File: src/sv/wes_pkg.sv
// shared types and constants of the waveform envelope scanner
`timescale 1ns / 1ps
`default_nettype none
package wes_pkg;

  localparam logic [10:0] BUCKETS     = 11'd1000;
  localparam logic [15:0] MAX_SAMPLES = 16'd65535;
  localparam logic [14:0] LEVEL_CLAMP = 15'h7FFF;
  localparam logic [10:0] BC_MAX      = 11'h7FF;
  localparam logic [9:0]  IDX_MAX     = 10'h3FF;
  localparam int          SUM_W       = 32;
  localparam int          CNT_W       = 16;
  localparam int          QDEPTH      = 2;
  localparam int          QPTR_W      = $clog2(QDEPTH);
  localparam int          DIV_STEPS   = SUM_W;
  localparam int          DIV_CNT_W   = $clog2(DIV_STEPS);
  localparam logic [DIV_CNT_W-1:0] DIV_LAST = DIV_CNT_W'(DIV_STEPS - 1);

  typedef struct packed {
    logic [15:0] left_level;
    logic [15:0] right_level;
    logic [10:0] bucket_position;
    logic        finish;
  } in_item_t;

  typedef struct packed {
    logic [9:0]  bucket_index;
    logic [14:0] average_level;
    logic        above_threshold;
    logic        fade_in_found;
    logic [9:0]  fade_in_bucket;
    logic [9:0]  fade_out_bucket;
    logic [14:0] overall_peak;
    logic        last;
  } out_item_t;

  typedef struct packed {
    logic             finish;
    logic [9:0]       bucket;
    logic [SUM_W-1:0] sum;
    logic [CNT_W-1:0] count;
    logic [14:0]      peak;
  } cmd_t;

  typedef struct packed {
    logic full;
    logic empty;
  } q_status_t;

  typedef enum logic [1:0] {
    BK_IDLE,
    BK_DIV,
    BK_DONE
  } back_state_t;

endpackage
`default_nettype wire

File: src/sv/wes_front.sv
// front end: accepts items, tracks peak and bucket sums, issues close and finish commands
`timescale 1ns / 1ps
`default_nettype none
module wes_front (
  input  wire logic                clk,
  input  wire logic                rst_n,
  input  wire logic                in_valid,
  output logic                     in_ready,
  input  wire wes_pkg::in_item_t   in_item,
  input  wire wes_pkg::q_status_t  q_status,
  output logic                     push,
  output wes_pkg::cmd_t            push_data
);

  logic [10:0]                last_pos_r, last_pos_nxt;
  logic [10:0]                bc_r, bc_nxt;
  logic [wes_pkg::SUM_W-1:0]  sum_r, sum_nxt;
  logic [wes_pkg::CNT_W-1:0]  count_r, count_nxt;
  logic [14:0]                peak_r, peak_nxt;
  logic                       stopped_r, stopped_nxt;

  assign in_ready = !q_status.full;

  always_comb begin
    logic [15:0] mm;
    logic [14:0] lvl;
    logic [10:0] bc_inc;
    mm           = (in_item.left_level > in_item.right_level) ? in_item.left_level
                                                              : in_item.right_level;
    lvl          = mm[15] ? wes_pkg::LEVEL_CLAMP : mm[14:0];
    bc_inc       = (bc_r != wes_pkg::BC_MAX) ? bc_r + 11'd1 : bc_r;
    last_pos_nxt = last_pos_r;
    bc_nxt       = bc_r;
    sum_nxt      = sum_r;
    count_nxt    = count_r;
    peak_nxt     = peak_r;
    stopped_nxt  = stopped_r;
    push         = 1'b0;
    push_data    = '0;
    if (in_valid && in_ready && !stopped_r) begin
      if (in_item.finish) begin
        push             = 1'b1;
        push_data.finish = 1'b1;
        push_data.bucket = bc_r[10] ? wes_pkg::IDX_MAX : bc_r[9:0];
        push_data.peak   = peak_r;
        stopped_nxt      = 1'b1;
      end else if (last_pos_r < wes_pkg::BUCKETS) begin
        if (lvl > peak_r) begin
          peak_nxt = lvl;
        end
        if (count_r < wes_pkg::MAX_SAMPLES) begin
          sum_nxt   = sum_r + {{(wes_pkg::SUM_W-15){1'b0}}, lvl};
          count_nxt = count_r + 16'd1;
        end
        if (in_item.bucket_position > last_pos_r) begin
          bc_nxt = bc_inc;
          if (bc_inc < wes_pkg::BUCKETS) begin
            push             = 1'b1;
            push_data.bucket = bc_inc[9:0];
            push_data.sum    = sum_nxt;
            push_data.count  = count_nxt;
            push_data.peak   = peak_nxt;
            sum_nxt          = '0;
            count_nxt        = '0;
          end
          last_pos_nxt = in_item.bucket_position;
        end
      end
    end
  end

  always_ff @(posedge clk) begin
    if (!rst_n) begin
      last_pos_r <= '0;
      bc_r       <= '0;
      sum_r      <= '0;
      count_r    <= '0;
      peak_r     <= '0;
      stopped_r  <= 1'b0;
    end else begin
      last_pos_r <= last_pos_nxt;
      bc_r       <= bc_nxt;
      sum_r      <= sum_nxt;
      count_r    <= count_nxt;
      peak_r     <= peak_nxt;
      stopped_r  <= stopped_nxt;
    end
  end

  a_stopped_sticks: assert property (@(posedge clk) disable iff (!rst_n)
    stopped_r |=> stopped_r)
    else $error("stopped flag cleared");

endmodule
`default_nettype wire

File: src/sv/wes_queue.sv
// short command queue between front and back
`timescale 1ns / 1ps
`default_nettype none
module wes_queue (
  input  wire logic                clk,
  input  wire logic                rst_n,
  input  wire logic                push,
  input  wire wes_pkg::cmd_t       push_data,
  input  wire logic                pop,
  output wes_pkg::cmd_t            pop_data,
  output wes_pkg::q_status_t       q_status
);

  wes_pkg::cmd_t                mem_r [wes_pkg::QDEPTH];
  logic [wes_pkg::QPTR_W-1:0]   wr_ptr_r, rd_ptr_r;
  logic [wes_pkg::QPTR_W:0]     count_r;

  assign q_status.full  = (count_r == (wes_pkg::QPTR_W+1)'(wes_pkg::QDEPTH));
  assign q_status.empty = (count_r == '0);
  assign pop_data       = mem_r[rd_ptr_r];

  always_ff @(posedge clk) begin
    if (push) begin
      mem_r[wr_ptr_r] <= push_data;
    end
  end

  always_ff @(posedge clk) begin
    if (!rst_n) begin
      wr_ptr_r <= '0;
      rd_ptr_r <= '0;
      count_r  <= '0;
    end else begin
      if (push) begin
        wr_ptr_r <= wr_ptr_r + 1'b1;
      end
      if (pop) begin
        rd_ptr_r <= rd_ptr_r + 1'b1;
      end
      case ({push, pop})
        2'b10:   count_r <= count_r + 1'b1;
        2'b01:   count_r <= count_r - 1'b1;
        default: count_r <= count_r;
      endcase
    end
  end

  a_no_push_full: assert property (@(posedge clk) disable iff (!rst_n)
    push |-> !q_status.full)
    else $error("push into full queue");

  a_no_pop_empty: assert property (@(posedge clk) disable iff (!rst_n)
    pop |-> !q_status.empty)
    else $error("pop from empty queue");

endmodule
`default_nettype wire

File: src/sv/wes_back.sv
// back end: bucket average divider, threshold marks and result register
`timescale 1ns / 1ps
`default_nettype none
module wes_back (
  input  wire logic                clk,
  input  wire logic                rst_n,
  input  wire logic [14:0]         threshold,
  input  wire wes_pkg::q_status_t  q_status,
  input  wire wes_pkg::cmd_t       pop_data,
  output logic                     pop,
  output logic                     out_valid,
  input  wire logic                out_ready,
  output wes_pkg::out_item_t       out_item
);

  wes_pkg::back_state_t          state_r, state_nxt;
  wes_pkg::cmd_t                 cmd_r;
  logic [wes_pkg::CNT_W:0]       rem_r;
  logic [wes_pkg::SUM_W-1:0]     quo_r;
  logic [wes_pkg::DIV_CNT_W-1:0] step_r;
  logic                          found_r;
  logic [9:0]                    first_r, latest_r;
  wes_pkg::out_item_t            out_r;

  logic [wes_pkg::CNT_W:0]       shifted;
  logic                          ge;
  logic [wes_pkg::CNT_W:0]       rem_step;
  logic [wes_pkg::SUM_W-1:0]     quo_step;
  logic [14:0]                   avg;
  logic                          above;

  always_comb begin
    shifted  = {rem_r[wes_pkg::CNT_W-1:0], quo_r[wes_pkg::SUM_W-1]};
    ge       = (shifted >= {1'b0, cmd_r.count});
    rem_step = ge ? shifted - {1'b0, cmd_r.count} : shifted;
    quo_step = {quo_r[wes_pkg::SUM_W-2:0], ge};
    if (cmd_r.count == '0) begin
      avg = '0;
    end else if (quo_step[wes_pkg::SUM_W-1:15] != '0) begin
      avg = wes_pkg::LEVEL_CLAMP;
    end else begin
      avg = quo_step[14:0];
    end
    above = (avg > threshold);
  end

  always_comb begin
    state_nxt = state_r;
    unique case (state_r)
      wes_pkg::BK_IDLE: begin
        if (!q_status.empty) begin
          state_nxt = pop_data.finish ? wes_pkg::BK_DONE : wes_pkg::BK_DIV;
        end
      end
      wes_pkg::BK_DIV: begin
        if (step_r == wes_pkg::DIV_LAST) begin
          state_nxt = wes_pkg::BK_DONE;
        end
      end
      wes_pkg::BK_DONE: begin
        if (out_ready) begin
          state_nxt = wes_pkg::BK_IDLE;
        end
      end
      default: state_nxt = wes_pkg::BK_IDLE;
    endcase
  end

  always_comb begin
    pop       = 1'b0;
    out_valid = 1'b0;
    unique case (state_r)
      wes_pkg::BK_IDLE: pop       = !q_status.empty;
      wes_pkg::BK_DIV:  pop       = 1'b0;
      wes_pkg::BK_DONE: out_valid = 1'b1;
      default: begin
        pop       = 1'b0;
        out_valid = 1'b0;
      end
    endcase
  end

  assign out_item = out_r;

  always_ff @(posedge clk) begin
    if (!rst_n) begin
      state_r  <= wes_pkg::BK_IDLE;
      found_r  <= 1'b0;
      first_r  <= '0;
      latest_r <= '0;
      step_r   <= '0;
    end else begin
      state_r <= state_nxt;
      if (state_r == wes_pkg::BK_IDLE) begin
        step_r <= '0;
      end else if (state_r == wes_pkg::BK_DIV) begin
        step_r <= step_r + 1'b1;
        if (step_r == wes_pkg::DIV_LAST && above) begin
          if (!found_r) begin
            found_r <= 1'b1;
            first_r <= cmd_r.bucket;
          end
          latest_r <= cmd_r.bucket;
        end
      end
    end
  end

  always_ff @(posedge clk) begin
    if (pop) begin
      cmd_r <= pop_data;
      rem_r <= '0;
      quo_r <= pop_data.sum;
      if (pop_data.finish) begin
        out_r.bucket_index    <= pop_data.bucket;
        out_r.average_level   <= '0;
        out_r.above_threshold <= 1'b0;
        out_r.fade_in_found   <= found_r;
        out_r.fade_in_bucket  <= first_r;
        out_r.fade_out_bucket <= latest_r;
        out_r.overall_peak    <= pop_data.peak;
        out_r.last            <= 1'b1;
      end
    end else if (state_r == wes_pkg::BK_DIV) begin
      rem_r <= rem_step;
      quo_r <= quo_step;
      if (step_r == wes_pkg::DIV_LAST) begin
        out_r.bucket_index    <= cmd_r.bucket;
        out_r.average_level   <= avg;
        out_r.above_threshold <= above;
        out_r.fade_in_found   <= found_r | above;
        out_r.fade_in_bucket  <= (!found_r && above) ? cmd_r.bucket : first_r;
        out_r.fade_out_bucket <= above ? cmd_r.bucket : latest_r;
        out_r.overall_peak    <= cmd_r.peak;
        out_r.last            <= 1'b0;
      end
    end
  end

  a_summary_zero: assert property (@(posedge clk) disable iff (!rst_n)
    out_valid && out_item.last |-> out_item.average_level == '0 && !out_item.above_threshold)
    else $error("summary item carries an average");

  a_fade_clear: assert property (@(posedge clk) disable iff (!rst_n)
    out_valid && !out_item.fade_in_found
      |-> out_item.fade_in_bucket == '0 && out_item.fade_out_bucket == '0)
    else $error("fade bucket set while none found");

  a_fade_latest: assert property (@(posedge clk) disable iff (!rst_n)
    out_valid && out_item.above_threshold
      |-> out_item.fade_in_found && out_item.fade_out_bucket == out_item.bucket_index)
    else $error("audible bucket not marked latest");

endmodule
`default_nettype wire

File: src/sv/waveform_envelope_scanner.sv
// top level of the waveform envelope scanner
//
//   channel  ports                           moves
//   in       in_valid  in_ready  in_item     level pair, bucket position, finish
//   out      out_valid out_ready out_item    closed bucket or final summary
//   cfg      cfg_valid cfg_ready cfg_data    threshold level
//
// an ordinary item is taken by the front end alone; a bucket close adds a
// restoring divide, with a step each to start and hand off the result,
// in the back end, which holds one command while the two-entry queue buffers more
// in_ready drops only while the queue is full; the result register holds until taken
// synchronous active-low reset clears all counters, the peak, the marks and the queue
`timescale 1ns / 1ps
`default_nettype none
module waveform_envelope_scanner (
  input  wire logic                clk,
  input  wire logic                rst_n,
  input  wire logic                in_valid,
  output logic                     in_ready,
  input  wire wes_pkg::in_item_t   in_item,
  output logic                     out_valid,
  input  wire logic                out_ready,
  output wes_pkg::out_item_t       out_item,
  input  wire logic                cfg_valid,
  output logic                     cfg_ready,
  input  wire logic [14:0]         cfg_data
);

  logic [14:0]         threshold_r;
  logic                push, pop;
  wes_pkg::cmd_t       push_data, pop_data;
  wes_pkg::q_status_t  q_status;

  assign cfg_ready = 1'b1;

  always_ff @(posedge clk) begin
    if (!rst_n) begin
      threshold_r <= '0;
    end else if (cfg_valid && cfg_ready) begin
      threshold_r <= cfg_data;
    end
  end

  wes_front u_front (
    .clk       (clk),
    .rst_n     (rst_n),
    .in_valid  (in_valid),
    .in_ready  (in_ready),
    .in_item   (in_item),
    .q_status  (q_status),
    .push      (push),
    .push_data (push_data)
  );

  wes_queue u_queue (
    .clk       (clk),
    .rst_n     (rst_n),
    .push      (push),
    .push_data (push_data),
    .pop       (pop),
    .pop_data  (pop_data),
    .q_status  (q_status)
  );

  wes_back u_back (
    .clk       (clk),
    .rst_n     (rst_n),
    .threshold (threshold_r),
    .q_status  (q_status),
    .pop_data  (pop_data),
    .pop       (pop),
    .out_valid (out_valid),
    .out_ready (out_ready),
    .out_item  (out_item)
  );

endmodule
`default_nettype wire
File: config.mk
export PLATFORM = sky130hd
export DESIGN_NAME = waveform_envelope_scanner
export DESIGN_NICKNAME = d
export VERILOG_FILES = /design/src/sv/wes_pkg.sv /design/src/sv/wes_front.sv /design/src/sv/wes_queue.sv /design/src/sv/wes_back.sv /design/src/sv/waveform_envelope_scanner.sv
export SDC_FILE = /design/constraint.sdc
export NUM_CORES = 1
export LEC_CHECK = 0
export ABC_CLOCK_PERIOD_IN_PS = 9800
export BUFFER_PORTS_ARGS = -buffer_cell sky130_fd_sc_hd__buf_2
export CORE_UTILIZATION = 43
export DETAILED_ROUTE_END_ITERATION = 7
export PLACE_DENSITY_LB_ADDON = 0.2
export SYNTH_ARGS = -nofsm -noshare
export SYNTH_HDL_FRONTEND = slang
export SYNTH_SLANG_ARGS = --single-unit
export TNS_END_PERCENT = 5
File: constraint.sdc
create_clock -name clk -period 9.8 [get_ports clk]
set_input_delay 2.94 -clock clk [delete_from_list [all_inputs] [get_ports clk]]
set_output_delay 2.94 -clock clk [all_outputs]
set_load 0.05 [all_outputs]
### After elaboration in Yosys (flattened, before gate mapping)

Memories as Yosys holds them, arrays and structs flattened. A register that Yosys moved wholly into a read port is not among the register bits.
Index checks and enable logic that the tools add are counted.
W data, S select, Z words.

* flip-flop bits (word level): 285
* latch bits: 0
* RAM bits: 148
* memory bits (read-only): 0
* input port bits: 64
* output and inout port bits: 66
* word-level logic and storage cells: 132
* memories: 1

Memory list
* u_queue.mem_r: depth 2, width 74, rd ports 1, clocked after memory_dff 1, write ports 1, line wes_queue.sv:14 `wes_pkg::cmd_t mem_r [wes_pkg::QDEPTH];`

* add/subtract/negate cells: 9
* multiply operators: 0
* div/mod/pow operators: 0
* magnitude comparators: 8
* equality and inequality tests: 11
* shift operators: 0
* muxes and demuxes: 47
* bitwise logic cells: 5
* reductions and logical operators: 23

Operators by type and width (count)
* $mux W63: 4
* $mux W73: 3
* $mux W32: 5
* $mux W16: 5
* $mux W15: 5
* $mux W74: 1
* $mux W48: 1
* $mux W10: 4
* $add A32 B15 Y32: 1
* $gt A15 B15 Y1: 2
* $lt A11 B10 Y1 const B: 2
* $ge A17 B16 Y1: 1
* $reduce_bool A17 Y1: 1
* $add A16 B1 Y16 const B: 1
* $gt A16 B16 Y1: 1
* $logic_not A16 Y1: 1
* $lt A16 B16 Y1 const B: 1
* $sub A16 B16 Y16: 1
* $mux W1: 12
* $reduce_and A3 Y1: 4
* $add A11 B1 Y11 const B: 1
* $gt A11 B11 Y1: 1
* $mux W11: 1
* $ne A11 B11 Y1 const B: 1
* 21 further kinds: 43

### Longest topological paths before layout

* word-level depth: 10
* mapped depth: 22
* mapped depth without buffers: 19

### Hierarchy

A second synthesis with hierarchy kept.

* cell total of the unflattened synthesis: 1935
* area total of the unflattened synthesis: 21587.0 µm²

Modules (own cells, without submodules)
* wes_back: instances 1, cells an instance 686, area each 8410.6 µm², seq. area each 4964.8 µm²
* wes_front: instances 1, cells an instance 947, area each 7036.7 µm², seq. area each 1721.7 µm²
* wes_queue: instances 1, cells an instance 252, area each 5549.1 µm², seq. area each 4544.4 µm²
* waveform_envelope_scanner: instances 1, cells an instance 50, area each 590.6 µm², seq. area each 300.3 µm²

### Least setup slack after synthesis

Ideal clock, no wire load.

* path type: input port to flip-flop
* start: input in_item[11] (netlist bit)
* end: memory u_queue.mem_r[1][0] (netlist bit), enable pin
* setup time: 0.517 ns
* arrival: 7.660 ns
* required time: 9.283 ns
* slack: 1.623 ns
* stages on the path: 8
* buffers on the path: 0
* path through: ha_1 > nand2_1 > o211ai_1 > o31a_1 > nand3_1 > nor2_1 > a21oi_2 > nor2b_1

* cells in the longest elaborated chain, start to end: 7

Ends and longest elaborated chain
* start: declaration: line waveform_envelope_scanner.sv:20 `input wire wes_pkg::in_item_t in_item,`
* $gt A11 B11 Y1: line wes_front.sv:55 `if (in_item.bucket_position > last_pos_r) begin`
* $mux W1: line wes_front.sv:55
* $mux W1: line wes_front.sv:47 `end else if (last_pos_r < wes_pkg::BUCKETS) begin`
* $mux W1: line wes_front.sv:41 `if (in_item.finish) begin`
* $mux W1: line wes_front.sv:40 `if (in_valid && in_ready && !stopped_r) begin`
* $mux W1: line wes_queue.sv:23 `if (push) begin`
* $mux W1 (not written as such): line wes_queue.sv:24 `mem_r[wr_ptr_r] <= push_data;`
* end: declaration: line wes_queue.sv:14

No other way between the ends.

==> results.sh <==
export IMPL_die_x_um=223
export IMPL_core_region_area_mm2=0.0479
export IMPL_h_tree_depth_reported_by_cts=2
export IMPL_cts_sink_count=434
export IMPL_ys_ff_latch=434
export IMPL_die_y_um=223
export IMPL_setup_crit_end_kind="flip-flop"
export IMPL_grt_use_total_pct=19.3
export IMPL_setup_violations=0
export IMPL_outcome="complete, no violations"
export IMPL_rr_endpoint="u_back.first_r[0]$_SDFFE_PN0P_"
export IMPL_nNetsFinal=2206
export IMPL_grt_antenna_before_repair=1
export IMPL_detail_route_vias_per_cell=5.38
export IMPL_final_seq_area_mm2=0.0115
export IMPL_met2_usage_pct=33.4
export IMPL_cts_path_max_buffers=3
export IMPL_design_die_area_mm2=0.0497
export IMPL_worst_setup_path_start_kind="primary input"
export IMPL_worst_pin_slew_ps=1260
export IMPL_synth_area_per_cell_um2=10.8
export IMPL_signal_arrival_time_at_the_worst_endpoint_ps=7990
export IMPL_global_route_wire_length_before_repair_um=76300
export IMPL_post_route_cells_drive_above_1_share_pct=14.3
export IMPL_final_core_utilization_pct=49.3
export IMPL_overflow=0
export IMPL_detailed_place_hpwl_um=32800
export IMPL_synth_distinct_cells=69
export IMPL_grt_busiest_layer="met2"
export IMPL_grt_start_max_net_pins=78
export IMPL_drtIter0Drc=902
export IMPL_final_max_slew_violation_count=0
export IMPL_area_used_by_multi_input_combinational_logic_mm2=0.00875
export IMPL_synth_seq_area_share_pct=54.9
export IMPL_final_antenna_net_count=0
export IMPL_min_period_over_period_pct=78.5
export IMPL_cts_hold_buffers=0
export IMPL_asyncSetResetFlopFracSynth_pct=0
export IMPL_syn_area_mm2=0.0210
export IMPL_min_delay_path_depth=2
export IMPL_power_density_cell_area_mw_per_mm2=261
export IMPL_hold_path_class="flip-flop to flip-flop"
export IMPL_period_minus_slack_ps=7700
export IMPL_cts_tree="yes"
export IMPL_critPathRequiredTime_ps=10090
export IMPL_post_cts_setup_buffers=0
export IMPL_tns_ps=0
export IMPL_yosys_warnings=0
export IMPL_cap_violations=0
export IMPL_maxSlewHeadroom_pct=15.3
export IMPL_via_count_of_the_first_global_routing_pass=14300
export IMPL_critical_path_class="primary input to flip-flop"
export IMPL_critical_path_max_fanout=15
export IMPL_report_final_hold_viol_count=0
export IMPL_grt_setup_unrepaired="no"
export IMPL_peakVddDrop_mv=0.123
export IMPL_leakagePower_nw=9.13
export IMPL_antenna_diode_count=0
export IMPL_global_route_met1_usage_pct=24.7
export IMPL_holdWs_ps=457
export IMPL_drc_errors=0
export IMPL_layout_filler_cells=4294
export IMPL_hp_start="u_front.last_pos_r[9]$_SDFFE_PN0P_"
export IMPL_syn_to_final_growth_pct=12.6
export IMPL_final_clock_skew_ps=23.8
export IMPL_detail_route_first_pass_iterations=5
export IMPL_initial_utilization_pct=43.8
export IMPL_clock_tree_root_cell="sky130_fd_sc_hd__clkbuf_16"
export IMPL_postRouteWirelength_um=47800
export IMPL_rows=80
export IMPL_regToRegStartpoint="u_back.cmd_r[21]$_DFFE_PP_"
export IMPL_top_level_ports=130
export IMPL_syn_instance_count=1951
export IMPL_synth_edff_count=284
export IMPL_dr_total_vias=14500
export IMPL_cts_made_buffers=46
export IMPL_yosys_most_used_dff="sky130_fd_sc_hd__edfxtp_1"
export IMPL_gp_congestion=0.891
export IMPL_io_buffers=128
export IMPL_use_met3_pct=3.24
export IMPL_whs_endpoint="u_front.last_pos_r[9]$_SDFFE_PN0P_"
export IMPL_clk_pin_slew_worst_paths_ps=60
export IMPL_highest_clock_frequency_the_design_can_meet_mhz=130
export IMPL_ff2ff_path_depth=19
export IMPL_worst_skew_pair_late_latency_ps=590
export IMPL_setup_slack_reg_to_reg_ps=4360
export IMPL_post_cts_resize_count=0
export IMPL_synthesis_nets=2110
export IMPL_average_wire_length_per_cell_after_detail_routing_um=17.7
-- where the power goes --
| part | switching [mW] | internal, mW | leakage (nW) |
|---|---|---|---|
| Combinational | 1.18 | 0.563 | 4.51 |
| Clock | 0.713 | 0.975 | 0.712 |
| Sequential | 0.201 | 2.52 | 3.91 |
| Total | 2.10 | 4.06 | 9.13 |
-- critical path, cell delays in order --
cell and delay (ps):
sky130_fd_sc_hd__buf_2 90, sky130_fd_sc_hd__inv_1 40, sky130_fd_sc_hd__ha_1 300, sky130_fd_sc_hd__nand3_1 100, sky130_fd_sc_hd__nor4_1 400, sky130_fd_sc_hd__a22oi_1 140, sky130_fd_sc_hd__a31oi_2 190, sky130_fd_sc_hd__buf_4 270
sky130_fd_sc_hd__mux2i_1 420, sky130_fd_sc_hd__ha_1 270, sky130_fd_sc_hd__inv_1 60, sky130_fd_sc_hd__fa_1 400, sky130_fd_sc_hd__nor2b_1 200, sky130_fd_sc_hd__o31a_1 200, sky130_fd_sc_hd__o311a_1 190, sky130_fd_sc_hd__o41ai_1 140
sky130_fd_sc_hd__o21ai_1 1010, sky130_fd_sc_hd__nand4_1 330, sky130_fd_sc_hd__xor2_1 210, sky130_fd_sc_hd__nor2_1 60
-- synthesized netlist by cell type (25+ instances only) --
master,instances,area [um^2]
sky130_fd_sc_hd__nand3_1,37,185
sky130_fd_sc_hd__xnor2_1,30,263
sky130_fd_sc_hd__a21oi_1,85,425
sky130_fd_sc_hd__xor2_1,30,263
sky130_fd_sc_hd__mux2i_1,102,1020
sky130_fd_sc_hd__nor2_1,173,649
sky130_fd_sc_hd__edfxtp_1,284,8530
sky130_fd_sc_hd__ha_1,93,1160
sky130_fd_sc_hd__a22o_1,25,219
sky130_fd_sc_hd__a21o_1,28,210
sky130_fd_sc_hd__inv_1,93,349
sky130_fd_sc_hd__clkbuf_1,69,259
sky130_fd_sc_hd__o21ai_0,130,651
sky130_fd_sc_hd__nand4_1,27,169
sky130_fd_sc_hd__dfxtp_1,150,3000
sky130_fd_sc_hd__mux2_2,63,709
sky130_fd_sc_hd__nand2_1,251,942
-- cells by family (layout without fill, tap and decap cells) --
group / after synthesis / count (layout) / share of synthesized area [%]
XOR/XNOR: 60 / 60 / 2.50
adder cells (fa/ha/maj): 95 / 95 / 5.73
buffers and inverters: 192 / 326 / 3.60
flip-flops: 434 / 434 / 54.9
other: 1 / 1 / 0.0179
AND/OR/NAND/NOR: 620 / 620 / 13.4
AO/OA/AOI/OAI: 384 / 384 / 11.6
multiplexers: 165 / 165 / 8.24
-- cell usage in the layout, fill, tap and decap left out, drive strengths merged, types with 6 or more instances in the layout --
cell type | Yosys | routed
and2 | 18 | 18
dfxtp | 150 | 150
inv | 93 | 96
a211oi | 13 | 13
buf | 29 | 146
o21ai | 136 | 136
mux2i | 102 | 102
nand2 | 251 | 251
nor2 | 174 | 174
xor2 | 30 | 30
nor3 | 17 | 17
clkbuf | 69 | 61
mux2 | 63 | 63
o21a | 24 | 24
nor4 | 10 | 10
and4 | 13 | 13
or3 | 12 | 12
and3 | 20 | 20
ha | 93 | 93
o31ai | 6 | 6
nand3 | 37 | 37
a21o | 28 | 28
nand4 | 27 | 27
a21oi | 86 | 86
xnor2 | 30 | 30
nor2b | 20 | 20
edfxtp | 284 | 284
a31oi | 16 | 16
clkinv | 1 | 19
a22o | 25 | 25
nand2b | 10 | 10
-- per-layer routing --
layer | share of wire, % | wire, um | up-vias
met5 | 0.036 | 17 | -
met4 | 2.5 | 1200 | 2
met3 | 4.5 | 2150 | 81
met2 | 48 | 23100 | 346
met1 | 45 | 21300 | 6878
li1 | - | - | 7214
-- layout make-up --
type                    count  area share (%)
clock buffers              61            5.28
clock inverters            25           0.879
inverters                  94            1.49
multi-input cells        1325            37.0
flip-flops and latches    434            48.8
well taps                 615            3.26
repair buffers            146            3.28
-- flip-flops by register name, indices dropped and copies added, names as in the netlist, 10 cells and up, named ones only --
name                count
u_queue.mem_r         148
u_back.out_item        63
u_back.cmd_r           41
u_back.quo_r           32
u_front.sum_r          32
u_back.rem_r           16
u_front.count_r        16
threshold_r            15
u_front.peak_r         15
u_front.bc_r           11
u_front.last_pos_r     11
u_back.first_r         10
u_back.latest_r        10
-- stage by stage --
| step | instance area (um^2) | total power, mW | std cells | setup WS [ps] |
|---|---|---|---|---|
| after global placement | 22200 | 4.50 | 2614 | 1750 |
| final | 23600 | 6.16 | 2700 | 2100 |
| after detailed placement | 22200 | 4.53 | 2614 | 1660 |
| after CTS | 23600 | 6.23 | 2700 | 2260 |
| after floorplan | 21000 | 4.04 | 1951 | 1620 |
| after global routing | 23600 | 6.50 | 2700 | 1620 |
-- worst max path at each step --
stage | startpoint | end
CTS | in_item[24] | u_queue.mem_r[0][59]$_DFFE_PP_
detailed placement | in_item[24] | u_queue.mem_r[1][59]$_DFFE_PP_
global placement | in_item[24] | u_queue.mem_r[0][57]$_DFFE_PP_
finish | in_item[24] | u_queue.mem_r[0][59]$_DFFE_PP_
global route | in_item[24] | u_queue.mem_r[0][59]$_DFFE_PP_
floorplan | in_item[11] | u_queue.mem_r[1][0]$_DFFE_PP_
Note: power is estimated with default switching activity, not from simulation.
